$ cat src/pre_pkg.sv
`timescale 1ns / 1ps
// ----------------------------------------------------------------------------
// Page replacement engine package
// Shared state, command and status types and policy and register codes.
// ----------------------------------------------------------------------------
package pre_pkg;

    localparam logic [2:0] POL_FIFO   = 3'd0;
    localparam logic [2:0] POL_LRU    = 3'd1;
    localparam logic [2:0] POL_LFU    = 3'd2;
    localparam logic [2:0] POL_MFU    = 3'd3;
    localparam logic [2:0] POL_LFULRU = 3'd4;

    localparam logic [1:0] CFG_POLICY = 2'd0;
    localparam logic [1:0] CFG_FRAMES = 2'd1;

    localparam int COUNT_BITS = 16;
    localparam int WORD_BITS  = 32;

    typedef enum logic [3:0] {
        S_IDLE,
        S_LOOK,
        S_DECIDE,
        S_SCAN,
        S_EMIT
    } t_state;

    typedef enum logic [3:0] {
        OP_NONE,
        OP_LOAD,
        OP_CLEAR,
        OP_LOOK,
        OP_HIT,
        OP_FILL,
        OP_SCAN_INIT,
        OP_SCAN_STEP,
        OP_EVICT,
        OP_EMIT
    } t_op;

    typedef struct packed {
        t_op op;
    } t_cmd;

    typedef struct packed {
        logic is_clear;
        logic hit;
        logic full;
        logic by_count;
        logic scan_end;
        logic emit_end;
    } t_status;

endpackage

$ cat src/pre_ctrl.sv
`timescale 1ns / 1ps
// ----------------------------------------------------------------------------
// Page replacement controller
// Sequences lookup, victim scan, table update and per-frame result output.
// ----------------------------------------------------------------------------
module pre_ctrl (
    input  logic             i_clk,
    input  logic             i_rst_n,
    input  logic             start,
    input  pre_pkg::t_status i_status,
    output pre_pkg::t_cmd    o_cmd,
    output logic             busy
);
    import pre_pkg::*;

    t_state r_state;
    t_state n_state;

    always_ff @(posedge i_clk) begin
        if (!i_rst_n) begin
            r_state <= S_IDLE;
        end else begin
            r_state <= n_state;
        end
    end

    always_comb begin
        n_state  = r_state;
        o_cmd.op = OP_NONE;
        case (r_state)
            S_IDLE: begin
                if (start) begin
                    o_cmd.op = OP_LOAD;
                    n_state  = S_LOOK;
                end
            end
            S_LOOK: begin
                if (i_status.is_clear) begin
                    o_cmd.op = OP_CLEAR;
                    n_state  = S_IDLE;
                end else begin
                    o_cmd.op = OP_LOOK;
                    n_state  = S_DECIDE;
                end
            end
            S_DECIDE: begin
                if (i_status.hit) begin
                    o_cmd.op = OP_HIT;
                    n_state  = S_EMIT;
                end else if (!i_status.full) begin
                    o_cmd.op = OP_FILL;
                    n_state  = S_EMIT;
                end else if (i_status.by_count) begin
                    o_cmd.op = OP_SCAN_INIT;
                    n_state  = S_SCAN;
                end else begin
                    o_cmd.op = OP_EVICT;
                    n_state  = S_EMIT;
                end
            end
            S_SCAN: begin
                if (i_status.scan_end) begin
                    o_cmd.op = OP_EVICT;
                    n_state  = S_EMIT;
                end else begin
                    o_cmd.op = OP_SCAN_STEP;
                end
            end
            S_EMIT: begin
                o_cmd.op = OP_EMIT;
                if (i_status.emit_end) begin
                    n_state = S_IDLE;
                end
            end
            default: begin
                n_state = S_IDLE;
            end
        endcase
    end

    assign busy = (r_state != S_IDLE);

endmodule

$ cat src/pre_dp.sv
`timescale 1ns / 1ps
// ----------------------------------------------------------------------------
// Page replacement datapath
// Ordered frame table, counters, configuration and result registers.
// ----------------------------------------------------------------------------
module pre_dp #(
    parameter int FRAMES    = 16,
    parameter int PAGE_BITS = 20
) (
    input  logic                 i_clk,
    input  logic                 i_rst_n,
    input  pre_pkg::t_cmd        i_cmd,
    output pre_pkg::t_status     o_status,
    input  logic                 i_kind,
    input  logic [PAGE_BITS-1:0] i_page,
    input  logic                 i_cfg_valid,
    input  logic [1:0]           i_cfg_addr,
    input  logic [4:0]           i_cfg_data,
    output logic                 o_strobe,
    output logic [PAGE_BITS-1:0] o_frame_page,
    output logic                 o_frame_valid,
    output logic                 o_fault,
    output logic                 o_replaced,
    output logic [PAGE_BITS-1:0] o_evicted_page,
    output logic [31:0]          o_fault_total,
    output logic [31:0]          o_replace_total,
    output logic                 o_last
);
    import pre_pkg::*;

    localparam int IW = (FRAMES > 1) ? $clog2(FRAMES) : 1;
    localparam int OW = $clog2(FRAMES + 1);
    localparam int LW = (OW > 5) ? OW : 5;
    localparam logic [COUNT_BITS-1:0] CNT_MAX = '1;
    localparam logic [WORD_BITS-1:0]  WRD_MAX = '1;

    logic [PAGE_BITS-1:0]  r_tag [FRAMES];
    logic [COUNT_BITS-1:0] r_cnt [FRAMES];
    logic [WORD_BITS-1:0]  r_stp [FRAMES];
    logic [PAGE_BITS-1:0]  n_tag [FRAMES];
    logic [COUNT_BITS-1:0] n_cnt [FRAMES];
    logic [WORD_BITS-1:0]  n_stp [FRAMES];

    logic [OW-1:0]         r_occ, n_occ;
    logic [WORD_BITS-1:0]  r_time, n_time;
    logic [WORD_BITS-1:0]  r_ftot, n_ftot;
    logic [WORD_BITS-1:0]  r_rtot, n_rtot;
    logic [2:0]            r_policy;
    logic [4:0]            r_frames;
    logic                  r_kind, n_kind;
    logic [PAGE_BITS-1:0]  r_page, n_page;
    logic                  r_hit, n_hit;
    logic [IW-1:0]         r_hidx, n_hidx;
    logic [IW-1:0]         r_vic, n_vic;
    logic [COUNT_BITS-1:0] r_bcnt, n_bcnt;
    logic [WORD_BITS-1:0]  r_bstp, n_bstp;
    logic [OW-1:0]         r_idx, n_idx;
    logic                  r_fault, n_fault;
    logic                  r_rep, n_rep;
    logic [PAGE_BITS-1:0]  r_evict, n_evict;

    logic                  r_o_strobe, n_o_strobe;
    logic [PAGE_BITS-1:0]  r_o_page, n_o_page;
    logic                  r_o_valid, n_o_valid;
    logic                  r_o_fault, n_o_fault;
    logic                  r_o_rep, n_o_rep;
    logic [PAGE_BITS-1:0]  r_o_evict, n_o_evict;
    logic [WORD_BITS-1:0]  r_o_ftot, n_o_ftot;
    logic [WORD_BITS-1:0]  r_o_rtot, n_o_rtot;
    logic                  r_o_last, n_o_last;

    logic [2:0]            pol;
    logic [LW-1:0]         limit;
    logic                  want_max;
    logic                  lk_hit;
    logic [IW-1:0]         lk_idx;
    logic [IW-1:0]         rd_idx;
    logic [IW-1:0]         top_idx;
    logic [IW-1:0]         shift_pos;
    logic                  better;
    logic [COUNT_BITS-1:0] hit_cnt;

    function automatic logic [WORD_BITS-1:0] sat_inc(input logic [WORD_BITS-1:0] v);
        return (v == WRD_MAX) ? v : v + 1'b1;
    endfunction

    // Out-of-range policy codes fall back to FIFO.
    assign pol      = (r_policy > POL_LFULRU) ? POL_FIFO : r_policy;
    assign want_max = (pol == POL_MFU);

    always_comb begin
        limit = LW'(r_frames);
        if (r_frames == 5'd0) begin
            limit = LW'(1);
        end else if (LW'(r_frames) > LW'(FRAMES)) begin
            limit = LW'(FRAMES);
        end
    end

    // Parallel tag compare; lowest matching entry wins.
    always_comb begin
        lk_hit = 1'b0;
        lk_idx = '0;
        for (int i = FRAMES - 1; i >= 0; i--) begin
            if ((OW'(i) < r_occ) && (r_tag[i] == r_page)) begin
                lk_hit = 1'b1;
                lk_idx = IW'(i);
            end
        end
    end

    assign rd_idx  = r_idx[IW-1:0];
    assign top_idx = IW'(r_occ - 1'b1);
    assign better  = want_max ? (r_cnt[rd_idx] > r_bcnt) : (r_cnt[rd_idx] < r_bcnt);
    assign hit_cnt = (r_cnt[r_hidx] == CNT_MAX) ? r_cnt[r_hidx] : r_cnt[r_hidx] + 1'b1;

    always_comb begin
        n_tag      = r_tag;
        n_cnt      = r_cnt;
        n_stp      = r_stp;
        n_occ      = r_occ;
        n_time     = r_time;
        n_ftot     = r_ftot;
        n_rtot     = r_rtot;
        n_kind     = r_kind;
        n_page     = r_page;
        n_hit      = r_hit;
        n_hidx     = r_hidx;
        n_vic      = r_vic;
        n_bcnt     = r_bcnt;
        n_bstp     = r_bstp;
        n_idx      = r_idx;
        n_fault    = r_fault;
        n_rep      = r_rep;
        n_evict    = r_evict;
        n_o_strobe = 1'b0;
        n_o_page   = r_o_page;
        n_o_valid  = r_o_valid;
        n_o_fault  = r_o_fault;
        n_o_rep    = r_o_rep;
        n_o_evict  = r_o_evict;
        n_o_ftot   = r_o_ftot;
        n_o_rtot   = r_o_rtot;
        n_o_last   = r_o_last;
        shift_pos  = (i_cmd.op == OP_HIT) ? r_hidx : r_vic;

        case (i_cmd.op)
            OP_LOAD: begin
                n_kind = i_kind;
                n_page = i_page;
            end
            OP_CLEAR: begin
                n_occ      = '0;
                n_time     = '0;
                n_ftot     = '0;
                n_rtot     = '0;
                n_o_strobe = 1'b1;
                n_o_page   = '0;
                n_o_valid  = 1'b0;
                n_o_fault  = 1'b0;
                n_o_rep    = 1'b0;
                n_o_evict  = '0;
                n_o_ftot   = '0;
                n_o_rtot   = '0;
                n_o_last   = 1'b1;
            end
            OP_LOOK: begin
                n_hit  = lk_hit;
                n_hidx = lk_idx;
                n_vic  = '0;
            end
            OP_HIT: begin
                if ((pol == POL_LRU) || (pol == POL_LFULRU)) begin
                    // Move the entry to the back with a fresh stamp.
                    for (int i = 0; i < FRAMES - 1; i++) begin
                        if ((IW'(i) >= shift_pos) && (OW'(i + 1) < r_occ)) begin
                            n_tag[i] = r_tag[i+1];
                            n_cnt[i] = r_cnt[i+1];
                            n_stp[i] = r_stp[i+1];
                        end
                    end
                    n_tag[top_idx] = r_page;
                    n_cnt[top_idx] = (pol == POL_LFULRU) ? hit_cnt : r_cnt[r_hidx];
                    n_stp[top_idx] = r_time;
                end else if ((pol == POL_LFU) || (pol == POL_MFU)) begin
                    n_cnt[r_hidx] = hit_cnt;
                end
                n_time  = sat_inc(r_time);
                n_idx   = r_occ - 1'b1;
                n_fault = 1'b0;
                n_rep   = 1'b0;
                n_evict = '0;
            end
            OP_FILL: begin
                n_tag[r_occ[IW-1:0]] = r_page;
                n_cnt[r_occ[IW-1:0]] = COUNT_BITS'(1);
                n_stp[r_occ[IW-1:0]] = r_time;
                n_occ   = r_occ + 1'b1;
                n_idx   = r_occ;
                n_time  = sat_inc(r_time);
                n_ftot  = sat_inc(r_ftot);
                n_fault = 1'b1;
                n_rep   = 1'b0;
                n_evict = '0;
            end
            OP_SCAN_INIT: begin
                n_vic  = '0;
                n_bcnt = r_cnt[0];
                n_bstp = r_stp[0];
                n_idx  = OW'(1);
            end
            OP_SCAN_STEP: begin
                if (better || ((r_cnt[rd_idx] == r_bcnt) && (r_stp[rd_idx] < r_bstp))) begin
                    n_vic  = rd_idx;
                    n_bcnt = r_cnt[rd_idx];
                    n_bstp = r_stp[rd_idx];
                end
                n_idx = r_idx + 1'b1;
            end
            OP_EVICT: begin
                // Drop the victim, close the gap, append the new page.
                for (int i = 0; i < FRAMES - 1; i++) begin
                    if ((IW'(i) >= shift_pos) && (OW'(i + 1) < r_occ)) begin
                        n_tag[i] = r_tag[i+1];
                        n_cnt[i] = r_cnt[i+1];
                        n_stp[i] = r_stp[i+1];
                    end
                end
                n_tag[top_idx] = r_page;
                n_cnt[top_idx] = COUNT_BITS'(1);
                n_stp[top_idx] = r_time;
                n_evict = r_tag[r_vic];
                n_idx   = r_occ - 1'b1;
                n_time  = sat_inc(r_time);
                n_ftot  = sat_inc(r_ftot);
                n_rtot  = sat_inc(r_rtot);
                n_fault = 1'b1;
                n_rep   = 1'b1;
            end
            OP_EMIT: begin
                n_o_strobe = 1'b1;
                n_o_page   = r_tag[rd_idx];
                n_o_valid  = 1'b1;
                n_o_fault  = r_fault;
                n_o_rep    = r_rep;
                n_o_evict  = r_evict;
                n_o_ftot   = r_ftot;
                n_o_rtot   = r_rtot;
                n_o_last   = (r_idx == '0);
                n_idx      = r_idx - 1'b1;
            end
            default: begin
            end
        endcase
    end

    always_ff @(posedge i_clk) begin
        if (!i_rst_n) begin
            r_occ      <= '0;
            r_time     <= '0;
            r_ftot     <= '0;
            r_rtot     <= '0;
            r_policy   <= POL_FIFO;
            r_frames   <= 5'd1;
            r_o_strobe <= 1'b0;
        end else begin
            r_occ      <= n_occ;
            r_time     <= n_time;
            r_ftot     <= n_ftot;
            r_rtot     <= n_rtot;
            r_o_strobe <= n_o_strobe;
            if (i_cfg_valid && (i_cfg_addr == CFG_POLICY)) begin
                r_policy <= i_cfg_data[2:0];
            end
            if (i_cfg_valid && (i_cfg_addr == CFG_FRAMES)) begin
                r_frames <= i_cfg_data;
            end
        end
    end

    always_ff @(posedge i_clk) begin
        r_tag     <= n_tag;
        r_cnt     <= n_cnt;
        r_stp     <= n_stp;
        r_kind    <= n_kind;
        r_page    <= n_page;
        r_hit     <= n_hit;
        r_hidx    <= n_hidx;
        r_vic     <= n_vic;
        r_bcnt    <= n_bcnt;
        r_bstp    <= n_bstp;
        r_idx     <= n_idx;
        r_fault   <= n_fault;
        r_rep     <= n_rep;
        r_evict   <= n_evict;
        r_o_page  <= n_o_page;
        r_o_valid <= n_o_valid;
        r_o_fault <= n_o_fault;
        r_o_rep   <= n_o_rep;
        r_o_evict <= n_o_evict;
        r_o_ftot  <= n_o_ftot;
        r_o_rtot  <= n_o_rtot;
        r_o_last  <= n_o_last;
    end

    assign o_status.is_clear = r_kind;
    assign o_status.hit      = r_hit;
    assign o_status.full     = (LW'(r_occ) >= limit);
    assign o_status.by_count = (pol == POL_LFU) || (pol == POL_MFU) || (pol == POL_LFULRU);
    assign o_status.scan_end = (r_idx >= r_occ);
    assign o_status.emit_end = (r_idx == '0);

    assign o_strobe        = r_o_strobe;
    assign o_frame_page    = r_o_page;
    assign o_frame_valid   = r_o_valid;
    assign o_fault         = r_o_fault;
    assign o_replaced      = r_o_rep;
    assign o_evicted_page  = r_o_evict;
    assign o_fault_total   = r_o_ftot;
    assign o_replace_total = r_o_rtot;
    assign o_last          = r_o_last;

endmodule

$ cat src/page_replacement_engine_core.sv
`timescale 1ns / 1ps
// ----------------------------------------------------------------------------
// Page replacement engine
// Each item is loaded and looked up; on a miss with a full table, count-based
// policies scan the occupied entries for a victim before the table update, then
// one result per resident frame follows, or one result for a clear. Start is
// ignored while busy. The receiver cannot stall. Synchronous active-low reset
// empties the table, zeroes time and totals, and sets policy FIFO with one
// usable frame.
module page_replacement_engine_core #(
    parameter int FRAMES    = 16,
    parameter int PAGE_BITS = 20
) (
    input  logic                 i_clk,
    input  logic                 i_rst_n,
    // item input
    input  logic                 start,
    output logic                 busy,
    input  logic                 i_kind,
    input  logic [PAGE_BITS-1:0] i_page,
    // configuration writes, always ready
    input  logic                 i_cfg_valid,
    output logic                 o_cfg_ready,
    input  logic [1:0]           i_cfg_addr,
    input  logic [4:0]           i_cfg_data,
    // results, one per strobe
    output logic                 o_strobe,
    output logic [PAGE_BITS-1:0] o_frame_page,
    output logic                 o_frame_valid,
    output logic                 o_fault,
    output logic                 o_replaced,
    output logic [PAGE_BITS-1:0] o_evicted_page,
    output logic [31:0]          o_fault_total,
    output logic [31:0]          o_replace_total,
    output logic                 o_last
);
    import pre_pkg::*;

    t_cmd    cmd;
    t_status status;
    logic    ctrl_busy;

    // Controller: walks lookup, optional victim scan, update, emit.
    pre_ctrl u_ctrl (
        .i_clk    (i_clk),
        .i_rst_n  (i_rst_n),
        .start    (start),
        .i_status (status),
        .o_cmd    (cmd),
        .busy     (ctrl_busy)
    );

    // Datapath: frame table, counters, config registers, result registers.
    pre_dp #(
        .FRAMES    (FRAMES),
        .PAGE_BITS (PAGE_BITS)
    ) u_dp (
        .i_clk           (i_clk),
        .i_rst_n         (i_rst_n),
        .i_cmd           (cmd),
        .o_status        (status),
        .i_kind          (i_kind),
        .i_page          (i_page),
        .i_cfg_valid     (i_cfg_valid),
        .i_cfg_addr      (i_cfg_addr),
        .i_cfg_data      (i_cfg_data),
        .o_strobe        (o_strobe),
        .o_frame_page    (o_frame_page),
        .o_frame_valid   (o_frame_valid),
        .o_fault         (o_fault),
        .o_replaced      (o_replaced),
        .o_evicted_page  (o_evicted_page),
        .o_fault_total   (o_fault_total),
        .o_replace_total (o_replace_total),
        .o_last          (o_last)
    );

    assign busy        = ctrl_busy;
    assign o_cfg_ready = 1'b1;

endmodule
$ cat config.mk
export PLATFORM = sky130hd
export DESIGN_NAME = page_replacement_engine_core
export DESIGN_NICKNAME = d
export VERILOG_FILES = /design/src/pre_pkg.sv /design/src/pre_ctrl.sv /design/src/pre_dp.sv /design/src/page_replacement_engine_core.sv
export SDC_FILE = /design/constraint.sdc
export NUM_CORES = 2
export LEC_CHECK = 0
export ABC_CLOCK_PERIOD_IN_PS = 30000
export CAP_MARGIN = 20
export CORE_ASPECT_RATIO = 0.8
export CORE_MARGIN = 3
export CORE_UTILIZATION = 50
export CTS_CLUSTER_DIAMETER = 80
export DETAILED_ROUTE_END_ITERATION = 12
export DONT_BUFFER_PORTS = 1
export PLACE_DENSITY = 0.74
export SLEW_MARGIN = 20
export SYNTH_ARGS = -nofsm -noshare
export SYNTH_HDL_FRONTEND = slang
export SYNTH_HIERARCHICAL = 1
export SYNTH_SLANG_ARGS = --single-unit
export TNS_END_PERCENT = 5
$ cat constraint.sdc
create_clock -name i_clk -period 30 [get_ports i_clk]
set_clock_uncertainty 0.15 [all_clocks]
set_input_delay 1.5 -clock i_clk [delete_from_list [all_inputs] [get_ports i_clk]]
set_output_delay 1.5 -clock i_clk [all_outputs]
set_load 0.02 [all_outputs]
# Word-level counts from Yosys, hierarchy flattened

Cells that the tools add are included.

Add/subtract/negate cells: 8
Bitwise gates (word level): 11
Mux-type cells: 288
Eq/ne operators: 48
$lt $le $gt $ge: 46
Reductions and logical operators: 75

Operators with widths:

| cell                                          | count |
|---|---|
| 2-to-1 mux 32 bit                             | 68 |
| bitwise mux 512 bit                           | 3 |
| case mux 512 bit (3 select lines)             | 1 |
| 2-to-1 mux 20 bit                             | 66 |
| 2-to-1 mux 16 bit                             | 70 |
| bitwise mux 320 bit                           | 3 |
| case mux 320 bit (3 select lines)             | 1 |
| case mux 256 bit (3 select lines)             | 1 |
| bitwise mux 256 bit                           | 2 |
| 2-to-1 mux 256 bit                            | 2 |
| 2-to-1 mux 512 bit                            | 1 |
| AND 240 bit                                   | 2 |
| inverter 240 bit                              | 2 |
| case mux 32 bit (2 select lines)              | 6 |
| equality test 20 bit                          | 16 |
| 2-to-1 mux 320 bit                            | 1 |
| demux 32 bit (select 4 bit)                   | 2 |
| demux 16 bit (select 4 bit)                   | 3 |
| binary-select mux 20 bit (select 4 bit)       | 2 |
| demux 20 bit (select 4 bit)                   | 2 |
| binary-select mux 16 bit (select 4 bit)       | 2 |
| binary-select mux 32 bit (select 4 bit)       | 1 |
| case mux 20 bit (2 select lines)              | 3 |
| adder 32 x 1 -> 32 bit, second input constant | 3 |
| 62 further kinds                              | 213 |

Logic and storage cells: 554
Bits in registers: 1,415

# Logic depth before layout (Yosys ltp)

Depth after elaboration: 19
Depth in mapped cells: 28

# Hierarchy

Netlist, hierarchy kept.

By module, submodules not included:

| module                       | instances | seq. area each (um^2) | area an instance (um^2) | cells an instance |
|---|---|---|---|---|
| pre_dp                       | 1         | 41,269.6              | 82,957.1                | 6,551 |
| pre_ctrl                     | 1         | 60.1                  | 302.8                   | 38 |
| page_replacement_engine_core | 1         | 0.0                   | 11.3                    | 2 |

# Worst setup path after synthesis

Ideal clock, no wire load.

Kind: register -> register
Start point: register u_dp.r_idx[0]
End point: register u_dp/r_stp[448] (netlist name) (enable)
Data arrival time: 9.450 ns
Library setup time: 0.556 ns
Buffers on the path: 8
Required time: 29.294 ns
Clock period less this slack: 10.156 ns
Stages on the path, launching flop included: 25
Setup slack: 19.844 ns
Cells stage by stage: edfxtp_1 -> clkbuf_1 -> buf_2 -> buf_1 -> clkbuf_1 -> buf_1 -> inv_1 -> ha_1 -> nand2b_1 -> a21o_1 -> a21oi_1 -> nor2b_1 -> o21ai_0 -> nand2b_1 -> nand2b_1 -> o311a_1 -> o32ai_1 -> or4b_1 -> buf_2 -> mux2_2 -> buf_2 -> nor2_2 -> nand3_1 -> clkbuf_1 -> a311oi_1

RTL lines:

| item                     | RTL line      | text |
|---|---|---|
| start: declaration       | pre_dp.sv:57  | `logic [OW-1:0] r_idx, n_idx;` |
| start signal: assignment | pre_dp.sv:292 | `r_idx <= n_idx;` |
| end signal: assignment   | pre_dp.sv:284 | `r_stp <= n_stp;` |
| end: declaration         | pre_dp.sv:39  | `logic [WORD_BITS-1:0] r_stp [FRAMES];` |

# Final worst setup path

Start point: register u_dp.r_idx[0]
End point: register u_dp.r_bstp[21] (enable)

Cells in the longest elaborated chain, start to end: 9

RTL lines:

| item                                                                                               | RTL line                     | text |
|---|---|---|
| inverter 4 -> 5 bit (not written as such)                                                          | pre_dp.sv:114, pre_dp.sv:213 |  |
| binary-select mux 32 bit (select 4 bit) or binary-select mux 16 bit (select 4 bit) (tied branches) | pre_dp.sv:213, pre_dp.sv:114 |  |
| 2-to-1 mux 32 bit (not written as such) or 2-to-1 mux 16 bit (tied branches) (2 in series)         | pre_dp.sv:213, pre_dp.sv:114 |  |
| less-than comparator 32 bit (tied with other cells)                                                | pre_dp.sv:213                | `if (better \|\| ((r_cnt[rd_idx] == r_bcnt) && (r_stp[rd_idx] < r_bstp))) begin` |
| logical AND 1 bit or 2-to-1 mux 1 bit (tied branches)                                              | pre_dp.sv:213, pre_dp.sv:114 |  |
| logical OR 1 bit                                                                                   | pre_dp.sv:213                |  |
| != test 2 x 1 -> 1 bit (no source line)                                                            | -                            |  |
| AND reduction 2 bit (no source line) *                                                             | -                            |  |
| end signal: assignment                                                                             | pre_dp.sv:291                | `r_bstp <= n_bstp;` |
| end: declaration                                                                                   | pre_dp.sv:56                 | `logic [WORD_BITS-1:0] r_bstp, n_bstp;` |

Every way passes the cells marked *; elsewhere a longest branch is shown, timed or not. The select of a mux whose other input is x is not followed.
A chain may end at the register's enable or synchronous reset.

==> flow_summary.toml <==
[run_status]
violations = "design-rule violations"
status = "complete, but fails checks"

[setup_path]
crit_arrival_ns = 8.88
worst_ep_required_time_ns = 30.29
reg2reg_from = "u_dp/r_idx[0]$_DFFE_PP_"
ff2ff_path_depth = 17
cp-endpoint = "u_dp/r_bstp[21]$_DFFE_PP_"
startpoint_type = "register"
critical_path_class = "reg -> reg"
critPathCaptureType = "register"
reg2reg_slack_ns = 21.41
path_max_fanout = 93
crit_path_start = "u_dp/r_idx[0]$_DFFE_PP_"
rr_endpoint = "u_dp/r_bstp[21]$_DFFE_PP_"

[timing]
max-slew-margin-rel = 0.1160
finalSetupViolCount = 0
slew_violations = 0
worst_pin_slew_ns = 1.317
hold_violations = 0
setup_tns_ns = 0
rsz0062_at_grt = "false"
period_needed_ns = 8.595
clock.fmax_mhz = 116.3
fin_crit_sh = 0.2865
setup_slack_ns = 21.41

[cts]
cts_resized = 0
cts_tree = "yes"
clk_pin_slew_worst_paths_ns = 0.06
root_buffer = "clkbuf_16"
clock_latency_ns = 0.83
htree_num_levels = 4
post_cts_buffers = 0
clock_path_buffers = 3
postCtsHoldBufs = 0
cts.sinks = 1414
cts_made_buffers = 148

[logic_synthesis]
synth-edff-count = 1301
yosysTopAreaCell = "edfxtp_1"
synth_top_area_frac = 0.4692
synth_top_family_by_area = "compound AO/OA/AOI/OAI gates"
yosys_warnings = 6
synthAdderAreaFrac = 0.01076
synthMuxAreaShare = 0.1583
postSynthAreaPerCell_um2 = 12.63
ys_seq_area_frac = 0.4963
synth-compound-area-share = 0.1739
yosys.area_share.xor_xnor = 0.04317
syn_nets = 6694
yosys.area_share.simple = 0.08099
syn-cell-area_um2 = 83270
syn_inst = 6591
synthArstFlopShare = 0
ys_ff_latch = 1414
ys.flop_type = "edfxtp_1"
ys_types = 108
ys_top_cells_by_area = "edfxtp_1 47%, mux4_2 13%, a22o_1 8.3%"

[cells_and_area]
layout_common_cells = "1301 x edfxtp_1, 791 x a22o_1, 487 x mux4_2, 439 x nand2_1, 265 x nor2_1"
finalNetCount = 6385
finish.utilization = 0.5506
layout_commonest_cell = "edfxtp_1"
drive_above_1_share = 0.1771
syn_to_final_growth_pct = 9.039
fillers = 13190

[global_routing]
antenna_found_initial = 13
grt.overflow.total = 0
grt_pass1_vias = 62340
grt_usage = 0.3481
grt_pass1_wl_um = 439000
grt_max_degree = 94

[route]
drt-vias-per-instance = 7.598
vias = 65670
wl_um = 304900
ant_nets = 0
firstDrtPassIters = 12
drt-wirelength-per-cell_um = 35.27
drt-initial-drc-count = 12620
drc_errors = 1

[placed_design]
gp_congestion = 1.008
hpwl_um = 196100
place.port_buffers = 0
place_ws_ns = 21.67

[power]
peakVddDrop_uv = 107.4
power_density_nw_per_um2 = 90.69
power_leakage_uw = 0.03118

[flow_run]
max_cap_violations = 0

[floorplanning]
start_util = 0.5049
die_x_um = 462.3
ioPinCount = 143
fp.dieArea_um2 = 171500
core_area_um2 = 164900
die_h_um = 371.0
num_rows = 133

[hold_path]
holdCritPathClass = "reg -> reg"
## routing by layer
metal	global-route usage	part of all wire	vias up
met5	0.006553	0.00080	-
met4	0.1357	0.043	8
met3	0.1576	0.18	940
met2	0.4876	0.42	6278
met1	0.4698	0.36	32480
li1	-	-	25960
## critical path: stages, from the launching register on
cell and delay, ns:
edfxtp_1 0.41, buf_12 0.61, buf_4 0.67, buf_4 0.65, mux4_2 0.68, mux4_2 0.56
ha_1 0.32, nand3_1 0.11, nor3_1 0.25, and3_1 0.29, nand4_1 0.58, nor3_1 0.44
nand3_1 0.12, o21ai_0 0.21, o221ai_1 0.44, buf_4 0.32, a21oi_4 0.63, buf_4 0.60
## worst min-delay path by stage
stage / from / endpoint / slack, ns / depth (start not counted)
finish: u_dp/r_ftot[11]$_SDFFE_PN0P_ / u_dp/r_ftot[11]$_SDFFE_PN0P_ / 0.34 / 1
global route: u_dp/r_ftot[11]$_SDFFE_PN0P_ / u_dp/r_ftot[11]$_SDFFE_PN0P_ / 0.37 / 1
CTS: u_dp/r_ftot[11]$_SDFFE_PN0P_ / u_dp/r_ftot[11]$_SDFFE_PN0P_ / 0.34 / 1
detailed placement: u_dp/r_ftot[11]$_SDFFE_PN0P_ / u_dp/r_ftot[11]$_SDFFE_PN0P_ / 0.32 / 1
global placement: u_dp/r_ftot[11]$_SDFFE_PN0P_ / u_dp/r_ftot[11]$_SDFFE_PN0P_ / 0.31 / 1
floorplan: u_dp/r_ftot[11]$_SDFFE_PN0P_ / u_dp/r_ftot[11]$_SDFFE_PN0P_ / 0.29 / 1
## cell families after synthesis
group,after synthesis
simple gates,1363
fa+ha+maj,71
compound gates,1889
buf+inv,746
flops,1414
mux,700
xor+xnor,407
other cells,1
## final cells by class
| cell class | count | area, µm² | share of cell area |
|---|---|---|---|
| flip-flops and latches | 1414 | 41330 | 0.4552 |
| multi-input cells | 4431 | 39680 | 0.4370 |
| clock buffers | 204 | 4170 | 0.04593 |
| well taps | 2227 | 2786 | 0.03069 |
| repair buffers | 205 | 1624 | 0.01789 |
| clock inverters | 68 | 869.6 | 0.009577 |
| inverters | 82 | 307.8 | 0.003390 |
| diodes | 12 | 30.03 | 0.0003307 |
## registers in the layout, indices dropped and copies added, names as in the netlist, 4 cells and up
name,flops
u_dp/o_replace_total,32
u_dp/r_idx,5
u_dp/r_page,20
u_dp/r_time,32
u_dp/r_bstp,32
u_dp/r_evict,20
u_dp/o_fault_total,32
u_dp/r_stp,512
u_dp/r_cnt,256
u_dp/o_evicted_page,20
u_dp/r_rtot,32
u_dp/r_bcnt,16
u_dp/r_ftot,32
u_dp/r_occ,5
u_dp/r_vic,4
u_dp/o_frame_page,20
u_dp/r_tag,320
u_dp/r_frames,5
u_dp/r_hidx,4
## power breakdown
part | internal [µW] | total [µW] | switching [µW]
registers | 2510 | 2780 | 274
clock network | 1110 | 1950 | 834
logic | 1210 | 3510 | 2300
## per-stage QoR
stage	hold WS, ns	instances	instance area, µm²	power, µW
finish	0.3422	8643	90800	8234
global route	0.3691	8641	90790	8444
CTS	0.3408	8628	90700	8072
detailed placement	0.3244	8356	85660	6141
global placement	0.3137	8356	85650	6099
floorplan	0.2864	6591	83270	4909
## cell usage after synthesis, types with 97 or more instances
| cell | count |
|---|---|
| clkbuf_1 | 508 |
| nor2_1 | 282 |
| edfxtp_1 | 1301 |
| dfxtp_1 | 113 |
| a21oi_1 | 250 |
| a22o_1 | 791 |
| nand2_1 | 443 |
| and2_1 | 126 |
| o21ai_0 | 249 |
| a22oi_1 | 97 |
| mux4_2 | 487 |
| xor2_1 | 234 |
| mux2i_1 | 156 |
| a222oi_1 | 148 |
| xnor2_1 | 169 |
| and3_1 | 113 |
Power figures use the tool's default switching activity.
